===== src/rtl/ggc_pkg.sv =====
`default_nettype none

package ggc_pkg;

    localparam int MAX_VERTICES = 64;
    localparam int ROW_W        = 64;
    localparam int IDX_W        = 6;
    localparam int CNT_W        = 7;
    localparam int COL_W        = 7;

    typedef enum logic [2:0] {
        ST_IDLE,
        ST_CHECK,
        ST_SCAN,
        ST_DRAIN,
        ST_DONE
    } ggc_state_t;

    typedef struct packed {
        logic start;
        logic scan_step;
        logic finish;
    } ggc_cmd_t;

    typedef struct packed {
        logic first_vertex;
        logic full;
        logic scan_last;
        logic out_free;
    } ggc_status_t;

endpackage

`default_nettype wire


===== src/rtl/ggc_ctrl.sv =====
`default_nettype none

module ggc_ctrl
    import ggc_pkg::*;
(
    input  wire logic        clk,
    input  wire logic        rst_n,
    input  wire logic        in_valid,
    output logic             in_stall,
    input  wire ggc_status_t status,
    output ggc_cmd_t         cmd
);

    ggc_state_t state_reg;
    ggc_state_t state_next;

    always_ff @(posedge clk or negedge rst_n)
    begin
        if (!rst_n)
        begin
            state_reg <= ST_IDLE;
        end
        else
        begin
            state_reg <= state_next;
        end
    end

    always_comb
    begin
        state_next    = state_reg;
        cmd.start     = 1'b0;
        cmd.scan_step = 1'b0;
        cmd.finish    = 1'b0;
        in_stall      = 1'b1;
        case (state_reg)
            ST_IDLE:
            begin
                in_stall = 1'b0;
                if (in_valid)
                begin
                    cmd.start  = 1'b1;
                    state_next = ST_CHECK;
                end
            end
            ST_CHECK:
            begin
                if (status.first_vertex || status.full)
                begin
                    state_next = ST_DONE;
                end
                else
                begin
                    state_next = ST_SCAN;
                end
            end
            ST_SCAN:
            begin
                cmd.scan_step = 1'b1;
                if (status.scan_last)
                begin
                    state_next = ST_DRAIN;
                end
            end
            ST_DRAIN:
            begin
                state_next = ST_DONE;
            end
            ST_DONE:
            begin
                if (status.out_free)
                begin
                    cmd.finish = 1'b1;
                    state_next = ST_IDLE;
                end
            end
            default:
            begin
                state_next = ST_IDLE;
            end
        endcase
    end

endmodule

`default_nettype wire


===== src/rtl/ggc_dp.sv =====
`default_nettype none

module ggc_dp
    import ggc_pkg::*;
(
    input  wire logic               clk,
    input  wire logic               rst_n,
    input  wire ggc_cmd_t           cmd,
    output ggc_status_t             status,
    input  wire logic               new_graph,
    input  wire logic [ROW_W-1:0]   conflict_row,
    output logic                    out_valid,
    input  wire logic               out_stall,
    output logic [IDX_W-1:0]        vertex_index,
    output logic [COL_W-1:0]        color,
    output logic [CNT_W-1:0]        colors_used,
    output logic                    overflow
);

    logic [COL_W-1:0] mem [MAX_VERTICES];

    logic [ROW_W-1:0] row_reg, row_next;
    logic [ROW_W-1:0] taken_reg, taken_next;
    logic [IDX_W-1:0] scan_reg, scan_next;
    logic [CNT_W-1:0] vert_reg, vert_next;
    logic [CNT_W-1:0] count_reg, count_next;
    logic             hit_reg, hit_next;
    logic [COL_W-1:0] rd_data_reg;

    logic             out_valid_reg, out_valid_next;
    logic [IDX_W-1:0] out_idx_reg, out_idx_next;
    logic [COL_W-1:0] out_col_reg, out_col_next;
    logic [CNT_W-1:0] out_cnt_reg, out_cnt_next;
    logic             out_ovf_reg, out_ovf_next;

    logic [ROW_W-1:0] color_dec;
    logic [ROW_W-1:0] free_mask;
    logic [ROW_W-1:0] lowest_free;
    logic [IDX_W-1:0] free_pos;
    logic [COL_W-1:0] cand_col;
    logic [COL_W-1:0] new_col;
    logic             full;
    logic             do_write;

    assign full = (vert_reg >= CNT_W'(MAX_VERTICES));

    assign status.first_vertex = (vert_reg == '0);
    assign status.full         = full;
    assign status.scan_last    = (scan_reg == IDX_W'(vert_reg - CNT_W'(1)));
    assign status.out_free     = !out_valid_reg || !out_stall;

    // color c marks bit c-1 of the taken mask
    always_comb
    begin
        color_dec = '0;
        color_dec[IDX_W'(rd_data_reg - COL_W'(1))] = 1'b1;
    end

    // first free color: isolate lowest clear bit, then encode it
    assign free_mask   = ~taken_reg;
    assign lowest_free = free_mask & (~free_mask + ROW_W'(1));

    always_comb
    begin
        free_pos = '0;
        for (int i = 0; i < ROW_W; i++)
        begin
            if (lowest_free[i])
            begin
                free_pos = free_pos | IDX_W'(i);
            end
        end
    end

    always_comb
    begin
        if (free_mask == '0)
        begin
            cand_col = COL_W'(count_reg) + COL_W'(1);
        end
        else
        begin
            cand_col = COL_W'(free_pos) + COL_W'(1);
        end
        if (status.first_vertex)
        begin
            new_col = COL_W'(1);
        end
        else if (cand_col > COL_W'(count_reg))
        begin
            new_col = COL_W'(count_reg) + COL_W'(1);
        end
        else
        begin
            new_col = cand_col;
        end
    end

    assign do_write = cmd.finish && !full;

    always_comb
    begin
        row_next       = row_reg;
        scan_next      = scan_reg;
        vert_next      = vert_reg;
        count_next     = count_reg;
        hit_next       = cmd.scan_step && row_reg[scan_reg];
        taken_next     = taken_reg;
        out_valid_next = out_valid_reg;
        out_idx_next   = out_idx_reg;
        out_col_next   = out_col_reg;
        out_cnt_next   = out_cnt_reg;
        out_ovf_next   = out_ovf_reg;

        if (hit_reg && (rd_data_reg != '0))
        begin
            taken_next = taken_reg | color_dec;
        end

        if (!out_stall)
        begin
            out_valid_next = 1'b0;
        end

        if (cmd.start)
        begin
            row_next   = conflict_row;
            scan_next  = '0;
            taken_next = '0;
            if (new_graph)
            begin
                vert_next  = '0;
                count_next = CNT_W'(1);
            end
        end

        if (cmd.scan_step)
        begin
            scan_next = scan_reg + IDX_W'(1);
        end

        if (cmd.finish)
        begin
            out_valid_next = 1'b1;
            if (full)
            begin
                out_idx_next = '0;
                out_col_next = '0;
                out_cnt_next = count_reg;
                out_ovf_next = 1'b1;
            end
            else
            begin
                vert_next    = vert_reg + CNT_W'(1);
                out_idx_next = IDX_W'(vert_reg);
                out_col_next = new_col;
                out_ovf_next = 1'b0;
                if (new_col > COL_W'(count_reg))
                begin
                    count_next   = CNT_W'(new_col);
                    out_cnt_next = CNT_W'(new_col);
                end
                else
                begin
                    out_cnt_next = count_reg;
                end
            end
        end
    end

    always_ff @(posedge clk or negedge rst_n)
    begin
        if (!rst_n)
        begin
            vert_reg      <= '0;
            count_reg     <= CNT_W'(1);
            hit_reg       <= 1'b0;
            out_valid_reg <= 1'b0;
        end
        else
        begin
            vert_reg      <= vert_next;
            count_reg     <= count_next;
            hit_reg       <= hit_next;
            out_valid_reg <= out_valid_next;
        end
    end

    always_ff @(posedge clk)
    begin
        row_reg     <= row_next;
        scan_reg    <= scan_next;
        taken_reg   <= taken_next;
        out_idx_reg <= out_idx_next;
        out_col_reg <= out_col_next;
        out_cnt_reg <= out_cnt_next;
        out_ovf_reg <= out_ovf_next;
    end

    // color store, one write and one registered read port
    always_ff @(posedge clk)
    begin
        if (do_write)
        begin
            mem[IDX_W'(vert_reg)] <= new_col;
        end
        rd_data_reg <= mem[scan_reg];
    end

    assign out_valid    = out_valid_reg;
    assign vertex_index = out_idx_reg;
    assign color        = out_col_reg;
    assign colors_used  = out_cnt_reg;
    assign overflow     = out_ovf_reg;

endmodule

`default_nettype wire


===== src/rtl/greedy_graph_colorer_unit.sv =====
// flow: vertex n > 0 passes through CHECK, SCAN over the n stored colors, DRAIN and
// DONE; vertex 0 and overflow items go from CHECK straight to DONE
// a new item is taken only in IDLE, after the last one has left DONE; the pace is set
// by the serial read of the n stored colors through the single read port of the store
// reset: asynchronous active low; next vertex 0, color count 1, color store not cleared
`default_nettype none

module greedy_graph_colorer_unit
    import ggc_pkg::*;
(
    input  wire logic             clk,
    input  wire logic             rst_n,
    input  wire logic             in_valid,
    output logic                  in_stall,
    input  wire logic             new_graph,
    input  wire logic [ROW_W-1:0] conflict_row,
    output logic                  out_valid,
    input  wire logic             out_stall,
    output logic [IDX_W-1:0]      vertex_index,
    output logic [COL_W-1:0]      color,
    output logic [CNT_W-1:0]      colors_used,
    output logic                  overflow
);

    ggc_cmd_t    cmd;
    ggc_status_t status;

    ggc_ctrl u_ctrl (
        .clk      (clk),
        .rst_n    (rst_n),
        .in_valid (in_valid),
        .in_stall (in_stall),
        .status   (status),
        .cmd      (cmd)
    );

    ggc_dp u_dp (
        .clk          (clk),
        .rst_n        (rst_n),
        .cmd          (cmd),
        .status       (status),
        .new_graph    (new_graph),
        .conflict_row (conflict_row),
        .out_valid    (out_valid),
        .out_stall    (out_stall),
        .vertex_index (vertex_index),
        .color        (color),
        .colors_used  (colors_used),
        .overflow     (overflow)
    );

endmodule

`default_nettype wire


===== config.mk =====
export PLATFORM = sky130hd
export DESIGN_NAME = greedy_graph_colorer_unit
export DESIGN_NICKNAME = d
export VERILOG_FILES = /design/src/rtl/ggc_pkg.sv /design/src/rtl/ggc_ctrl.sv /design/src/rtl/ggc_dp.sv /design/src/rtl/greedy_graph_colorer_unit.sv
export SDC_FILE = /design/constraint.sdc
export NUM_CORES = 1
export LEC_CHECK = 0
export BUFFER_PORTS_ARGS = -buffer_cell sky130_fd_sc_hd__buf_2
export CAP_MARGIN = 0
export CORE_MARGIN = 2
export CORE_UTILIZATION = 40
export CTS_BUF_LIST = sky130_fd_sc_hd__clkbuf_8
export DETAILED_ROUTE_END_ITERATION = 8
export GPL_TIMING_DRIVEN = 0
export PLACE_DENSITY_LB_ADDON = 0.2
export SLEW_MARGIN = 20
export SYNTH_ARGS = -nofsm -noshare
export SYNTH_HDL_FRONTEND = slang
export SYNTH_SLANG_ARGS = --single-unit

===== constraint.sdc =====
create_clock -name clk -period 7.7 [get_ports clk]
set_input_delay 2.31 -clock clk [delete_from_list [all_inputs] [get_ports clk]]
set_output_delay 2.31 -clock clk [all_outputs]
set_load 0.1 [all_outputs]

==> results of run 1 <==
==> layout make-up <==
class / instances / share of cell area
clock buffer: 105 / 0.0472
buffer: 77 / 0.0105
antenna: 1 / 0.0000818
inverter: 31 / 0.00388
clock inverter: 82 / 0.0134
tap: 864 / 0.0353
sequential: 629 / 0.591
multi-input combinational: 932 / 0.273
timing repair buffer: 116 / 0.0258
==> critical path: cells and delay by family, from the launching register on <==
family / cells / cell delay [ns]
adder cells (fa/ha/maj): 3 / 0.89
AO/OA/AOI/OAI: 12 / 2.14
flip-flops: 1 / 0.54
buffers and inverters: 1 / 0.20
XOR/XNOR: 1 / 0.22
AND/OR/NAND/NOR: 16 / 3.01
==> per-layer routing <==
layer,routed length (µm),vias up,GRT usage
li1,-,7135,-
met1,30400,8288,0.277
met2,35000,561,0.333
met3,4940,123,0.0451
met4,1920,2,0.0685
met5,18,-,0
==> cell families after synthesis <==
group | Yosys count | synth area share
mux | 185 | 0.149
buf+inv | 108 | 0.0162
xor+xnor | 21 | 0.00718
fa+ha+maj | 21 | 0.00985
compound gates | 189 | 0.0438
flops | 629 | 0.678
simple gates | 514 | 0.0960
==> worst paths after layout <==
kind	start	to	cells past startpoint
max reg2reg	u_dp.taken_reg[15]	u_dp.count_reg[4]	33
min reg2reg	u_dp.taken_reg[36]	u_dp.taken_reg[36]	2
max	u_dp.taken_reg[15]	u_dp.count_reg[4]	33
min in group asynchronous	rst_n	u_dp.vert_reg[5]	1
min	u_dp.taken_reg[36]	u_dp.taken_reg[36]	2
max in group asynchronous	rst_n	u_dp.count_reg[0]	1
==> power groups by stage <==
stage / Combinational (µW) / Sequential, µW / Clock (µW)
after detailed placement: 2810 / 4240 / 0
after CTS: 2830 / 4170 / 2700
after global placement: 2690 / 4270 / 0
after floorplan: 1710 / 4370 / 0
after global routing: 3020 / 4190 / 2850
final: 2820 / 4170 / 2630
==> placed cells by master, fill, tap and decap left out, types with 8 or more instances in the layout <==
cell,instances
clkinv_2,8
clkbuf_8,105
nor2b_1,14
dfrtp_1,18
or3_1,8
xor2_1,9
clkinv_1,20
dfxtp_1,71
nor3_1,31
o22ai_1,8
mux2i_1,8
a31oi_1,9
a21oi_1,81
mux2_2,8
nor4_1,21
mux4_2,168
buf_4,12
edfxtp_1,539
buf_1,17
buf_2,97
inv_1,75
nand2_1,68
xnor2_1,11
nor3_2,9
clkbuf_1,46
ha_1,21
nor2_1,205
nand3_1,39
nand4_1,42
o21ai_0,34
or4_1,8
nand2b_1,11
==> Yosys cell counts (5+ instances only) <==
master | n | area (µm²)
o31ai_1 | 7 | 52.6
xnor2_1 | 11 | 96.3
nand2b_1 | 11 | 68.8
nand3b_1 | 7 | 52.6
xor2_1 | 9 | 78.8
mux4_2 | 168 | 3780
mux2i_1 | 8 | 80.1
or2_2 | 5 | 31.3
dfrtp_1 | 18 | 450
and3_1 | 6 | 37.5
nor3_1 | 37 | 185
buf_1 | 18 | 67.6
inv_1 | 31 | 116
buf_2 | 5 | 25.0
or4_1 | 8 | 60.1
nand2_1 | 69 | 259
nor2_1 | 207 | 777
mux2_2 | 8 | 90.1
a21oi_1 | 81 | 405
o21ai_0 | 34 | 170
nand4_1 | 42 | 263
o22ai_1 | 8 | 50.1
clkbuf_1 | 48 | 180
dfxtp_1 | 71 | 1420
and2_1 | 6 | 37.5
nor2b_1 | 14 | 87.6
ha_1 | 21 | 263
nand3_1 | 40 | 200
edfxtp_1 | 539 | 16200
or3_1 | 9 | 56.3
nor4_1 | 24 | 150
a31oi_1 | 9 | 56.3
==> per-stage QoR <==
stage               setup slack (ns)  instance area, µm²  utilization  setup TNS (ns)
floorplan                      0.404               26700            -               0
global placement               -3.26               28200        0.428         -356.29
detailed placement            -0.411               28500        0.433           -2.63
CTS                          0.00961               30400        0.462               0
global route                 -0.0217               30600        0.465         -0.0217
finish                         0.548               30600        0.465               0
==> what timing repair did <==
| action | CTS | global route |
|---|---|---|
| gates resized for setup | 4 | 15 |
| cloned | 0 | 2 |
| buffers inserted | 0 | 9 |
| endpoints found under the setup margin | 14 | 14 |
| pin swaps | 0 | 6 |
==> summary by stage, run 1 <==
Outcome
The flow ran to the end, and the final reports show no timing, DRC or antenna violations.

Power and ir drop
The power spent charging and discharging nets is 3250 µW. The maximum resistive drop on vdd is 0.131 mV. The leakage power is 0.00986 µW. The overall power after layout is 9620 µW. The share of total power dissipated in combinational logic is 0.293. The fraction of power consumed by sequential logic is 0.434. The net switching fraction of the power is 0.338. The total internal power is 6370 µW. The clock network power share is 0.273. For this design the ratio of total power to cell area is 314 nW/µm².

Timing
The final critical-path required period is 7.15 ns. The maximum clock rate is 0.140 GHz. Setup violations remaining at the end of the flow were counted as 0. The number of pins exceeding their max-slew limit in the final report is 0. Headroom to the max-slew limit came out at 0.266. The worst hold slack after final layout is 0.505 ns. The final worst-path cycle share is 0.929. The number of hold-slack violations in the final timing report is 0. The final clock skew is 0.0576 ns. The transition time of the tightest slew-check pin is 1.10 ns.

Routing
The total number of vias is 16109. The routed design has 72.4 mm of wire. In the routed design, unresolved DRC markers number 0. In the routed layout, each cell is associated on average with a via count of 5.68. The first detailed-routing pass took 8 iterations.

The detailed router finished its first iteration with 1466 violations. In this run the remaining antenna-violating nets after routing total 0. In the final routed layout, each cell accounts on average for 25.5 µm.

GRT
The number of global-route vias before repair came to 16275. The number of antenna violations at the first check in global routing came to 2. The final global-route overflow total is 0. Entering global routing, the biggest net connects 66 pins. The all-layer global routing usage is 0.206. The first-pass GRT wire length is 106 mm.

Critical path
In this design, the critical path's most frequently occurring cell is o21ai_0. The critical path is of the reg2reg type. The worst setup path is launched from a flop. Of all nets on the critical path, the largest fanout is 17.

The sort of element at the end of the critical path is a flop. The master of the slowest instance on the critical path is dfxtp_1. The maximum cell stage delay along the critical path is 0.54 ns. The data required time of the critical path is 8.26 ns. For flop-to-flop paths, the worst setup slack is 0.55 ns. Data on the critical path arrives at its endpoint at 7.72 ns.

Final layout
The number of flip-flops in the largest register is 448. Compared with the post-synthesis result, the final layout area differs by 14.8%. After the last flow step, the layout net total stands at 1979. In the final layout, the share of cells above drive strength 1 is 0.241. The total area of multi-input combinational cells is 8350 µm². The total area of sequential cells is 18100 µm². The non-filler instance count after layout is 2837. The count of filler cells inserted in the layout is 5770.

Die
The area enclosed by the die boundary is 68700 µm². The die extent in y is 262 µm. The starting density of the core is 0.405. The number of placed I/O pins is 92.

The area of the core is 65900 µm². The number of rows created at floorplan is 94. The floorplan step set the die width to 262 µm.

Synthesis
The synthesized design contains 629 register bits. After synthesis the cells add up to 26700 µm². Dividing the synthesized area by the synthesized cell count gives 16.0 µm².

The net count after synthesis is 1757. For this run, the number of Yosys warnings is 0. The netlist uses 82 different library cells.

The synthesized design contains 539 enable-type register cells. The sequential-to-total area share from yosys stat is 0.678. The post-synthesis async set-or-reset flop share is 0.0302. Synthesis produced 1667 cells.

The most used flip-flop cell after synthesis is edfxtp_1.

Clock tree
The buffer cell driving the clock tree root is clkbuf_8. The quantity of hold-fixing buffers added after cts is 0. The number of clock buffers inserted by TritonCTS is 102. After clock tree synthesis, the clock-pin slew on the worst setup and hold paths is 0.06 ns. CTS saw 629 sinks. For the worst-skew pair, the clock arrives at the later sink with an insertion delay of 0.73 ns. The clock passes through at most 3 buffers. CTS built an H-tree with a depth of 3.

The TritonCTS clock tree is done.

Place
The total half-perimeter wirelength after legalization and detailed placement is 49.6 mm. Input and output buffers added on the ports amount to 91. Routability-driven placement finished with a final weighted congestion of 0.904. The cell count after placement is 2638.

Run
The max-capacitance violation count is 0.

Hold path
The min-delay analysis places its worst path in the category reg2reg.
No activity file was read; power rests on OpenSTA's default activity.
==> run 2, diff against run 1 <==
--- a/config.mk
+++ b/config.mk
@@ -5,6 +5,7 @@
 export SDC_FILE = /design/constraint.sdc
 export NUM_CORES = 1
 export LEC_CHECK = 0
+export ABC_AREA = 1
 export BUFFER_PORTS_ARGS = -buffer_cell sky130_fd_sc_hd__buf_2
 export CAP_MARGIN = 0
 export CORE_MARGIN = 2
==> run 2 against run 1 <==
Compared with the run above:
- design area rose by 2.5%
- synthesized cell count rose by 55%
- count of clock-buffer cells in the layout did not move
- fmax rose by 3.5%
- worst setup slack improved by 0.24 ns
- cell count rose by 33%
- sequential share of layout area fell by 1.4 points
- total power rose by 37%
- sequential power rose by 21%
==> summary by stage, run 2 <==
Synthesis
The count of flip-flops with a built-in enable after synthesis is 539 (unchanged). The most common cell in the synthesized netlist is edfxtp_1. The total of warnings raised by yosys is 0 (unchanged). The dominant register cell in the synthesized netlist is edfxtp_1.

The post-synthesis async set-or-reset flop share is 0.0302 (unchanged). The top-area cell type share of the netlist area was 0.588 (-0.0194). Of all cell types, the one taking the most synthesized area is edfxtp_1. The post-synthesis instance total was 2584 (+55%). The average instance area after synthesis is 10.7 µm² (-33%).

The total of flip-flops plus latches after synthesis is 629 (unchanged). The sequential-to-total area share from yosys stat is 0.656 (-0.0217). The commonest cells after synthesis are edfxtp_1 (539), nand2_1 (448), nor2_1 (363). By area the synthesized netlist is led by edfxtp_1 (59%), nand2_1 (6.1%), a21oi_1 (5.7%), dfxtp_1 (5.2%), nor2_1 (4.9%). The number of library cell types mapped by synthesis is 48 (-41%). The summed instance area of the synthesized netlist is 27500 µm² (+3.3%). The net count after synthesis is 2674 (+52%).

Hold path
The hold-critical path endpoint is u_dp.taken_reg[2]. The source of the worst hold timing path is u_dp.taken_reg[2]. The min-delay analysis places its worst path in the category reg2reg. The number of stages on the worst hold path is 2 (unchanged).

Timing
The final clock skew was 0.0546 ns (-0.00297 ns). The maximum clock rate came to 0.145 GHz (+3.5%). The number of hold-slack violations in the final timing report is 0 (unchanged). The final critical-path required period was 6.91 ns (-0.240 ns). The setup violation total in the final timing report came to 0 (unchanged). The transition time of the tightest slew-check pin came to 1.16 ns (+0.0534 ns).

The worst hold slack after final layout is 0.485 ns (-0.0202 ns). The final worst-path cycle share was 0.898 (-0.0311). The number of pins exceeding their max-slew limit in the final report is 0 (unchanged). The least setup slack across all paths after layout is 0.787 ns (+0.240 ns).

The sum of negative setup slack is 0 ns (unchanged). Setup repair after global routing left no endpoint under its margin. The worst slew slack as a fraction of its limit is 0.227 (-0.0385).

Clock tree
The quantity of hold-fixing buffers added after cts is 0 (unchanged). The number of setup buffers added after CTS came to 0 (unchanged). The number of H-tree levels is 3 (unchanged). The number of clock buffers inserted by TritonCTS is 104 (+2.0%). The count of clock tree sinks was 629 (unchanged). The number of gates resized after cts is 0 (-4).

The maximum buffer depth of the clock tree is 3 (unchanged). The clock edge transition at the registers on the reported setup and hold paths came to 0.06 ns (about the same). The buffer cell driving the clock tree root is clkbuf_8. The TritonCTS clock tree is done. The clock latency on the worst-skew pair is 0.75 ns (+0.02 ns).

Power and ir drop
The total internal power is 7570 µW (+19%). The combinational fraction of design power is 0.395 (+0.102). The net switching fraction of the power was 0.425 (+0.0869). The fraction of power consumed by sequential logic is 0.383 (-0.051).

The power spent charging and discharging nets came to 5590 µW (+72%). The clock network power share was 0.222 (-0.051). The power density relative to cell area is 419 nW/µm² (+33%).

The leakage power is 0.0112 µW (+13%). The maximum resistive drop on vdd is 0.346 mV (+160%).

Critical path
The arrival time at the worst endpoint is 7.55 ns (-0.17 ns). The endpoint identified for the worst register-to-register timing path is u_dp.count_reg[4]. STA classifies the critical path endpoint as a flop. The worst reg2reg path startpoint is u_dp.taken_reg[16].

The cell with the most instances on the worst path is nand2_1. The master of the slowest instance on the critical path is dfxtp_1. The startpoint-to-endpoint class of the critical path is reg2reg.

The data required time of the critical path came to 8.34 ns (+0.08 ns). The maximum cell stage delay along the critical path was 0.55 ns (about the same). The register-to-register setup slack was 0.79 ns (+0.24 ns). The depth of the worst register-to-register path is 35 (+6.1%). The worst setup path is launched from a flop. The largest fanout on the critical path is 65 (+48).

Routing
The routed via count divided by cell count came to 5.70 (+0.45%). The initial DRC count is 2685 (+83%). The sum of routed wire length over all layers is 96.1 mm (+33%). The detailed-router iteration count before antenna repair was 6 (-2). The count of unresolved DRC violations after routing is 0 (unchanged). The routed wirelength normalized by instance count is 25.6 µm (+0.20%). The total number of vias was 21457 (+33%). The remaining number of nets flagged by the antenna check after routing is 0 (unchanged).

Die
The die extent in y is 266 µm (+1.6%). The area of the core was 68300 µm² (+3.8%). The number of placed I/O pins was 92 (unchanged). The starting density of the core was 0.403 (-0.00182). The horizontal die dimension came to 266 µm (+1.6%). The area enclosed by the die boundary is 71000 µm² (+3.3%).

The number of rows created at floorplan is 96 (+2.1%).

Final layout
The share of final-layout standard cells stronger than drive strength 1 is 0.105 (-0.136). The library cells used most frequently in the layout, excluding fill and tap cells, are edfxtp_1 (539), nand2_1 (448), nor2_1 (363). The commonest non-fill, non-tap cell in the layout is edfxtp_1. The non-filler instance count after layout is 3762 (+33%).

The net count of the finished layout is 2880 (+46%). The utilization after layout came to 0.459 (-0.00568). Compared with the post-synthesis result, the final layout area differs by 13.9%. The number of flip-flops in the largest register is 448 (unchanged).

GRT
The final global-route overflow total is 0 (unchanged). The number of antenna violations at the first check in global routing is 4 (+2). The first-pass GRT wire length was 139 mm (+31%). The number of global-route vias before repair is 20994 (+29%). The all-layer global routing usage is 0.269 (+0.0628). The maximum number of pins on one net before global-route repair was 66 (unchanged).

Place
The number of buffers added on ports is 91 (unchanged). The post-placement setup slack came to 0.806 ns (+1.22 ns). The cell count after placement came to 3566 (+35%). The weighted congestion reported at the end of routability-driven placement is 0.974 (+7.7%). The total half-perimeter wirelength after legalization and detailed placement is 69.0 mm (+39%).

Run
The max-capacitance violation count is 0 (unchanged).

Outcome
The run finished with clean final reports.
## run 2: final cells by class
| class | count | area (µm²) |
|---|---|---|
| well taps | 882 | 1100 |
| flip-flops and latches | 629 | 18100 |
| repair buffers | 100 | 638 |
| diodes | 3 | 7.51 |
| inverters | 144 | 556 |
| fillers | 6390 | 37000 |
| multi-input cells | 1699 | 8520 |
| plain buffers | 112 | 427 |
| clock inverters | 88 | 597 |
| clock buffers | 105 | 1450 |
## run 2: worst max path at each step
stage | from | end | slack (ns) | depth (start not counted)
final | u_dp.taken_reg[16] | u_dp.count_reg[4] | 0.79 | 35
after global routing | u_dp.taken_reg[16] | u_dp.count_reg[5] | 0.1 | 36
after CTS | u_dp.taken_reg[42] | u_dp.count_reg[4] | 0.75 | 36
after detailed placement | u_dp.taken_reg[42] | u_dp.count_reg[5] | 0.81 | 35
after global placement | u_dp.taken_reg[42] | u_dp.count_reg[1] | -0.52 | 34
after floorplan | u_dp.taken_reg[0] | u_dp.count_reg[2] | 2.00 | 39
## run 2: cell families (layout without fill, tap and decap cells)
group	after synthesis	in the layout	share of synthesized area
compound gates	577	577	0.123
xor+xnor	15	15	0.00477
fa+ha+maj	21	21	0.00954
buf+inv	256	549	0.0350
flops	629	629	0.656
other cells	0	3	0
simple gates	1086	1086	0.171
## run 2: power by group through the flow
stage               sequential, µW  combinational, µW  clock, µW
CTS                           5040               5130       2960
global placement              5220               4740          0
finish                        5040               5200       2920
floorplan                     5320               2680          0
global route                  5050               5600       3100
detailed placement            5110               5120          0
## run 2: layer usage
layer  up-vias  routed length (µm)  global-route usage
met5         -                   0                   0
met4         0                3140              0.0894
met3       188                7190              0.0464
met2      1001               46100               0.447
met1     10524               39700               0.357
li1       9744                   -                   -
## run 2: worst max-delay path: cells and delay by family (launching register included)
kind	cells	cell delay, ns
and+or+nand+nor	24	3.55
adders and majority gates	3	0.88
buffers and inverters	3	0.87
AOI/OAI and AO/OA	4	0.76
DFF	1	0.55
xor gates and xnor gates	1	0.18
## run 2: stage by stage
stage               cell area (µm²)  power [µW]
floorplan                     27500        8000
global route                  31400       13800
CTS                           31400       13100
detailed placement            29300       10200
finish                        31400       13200
global placement              29100        9970
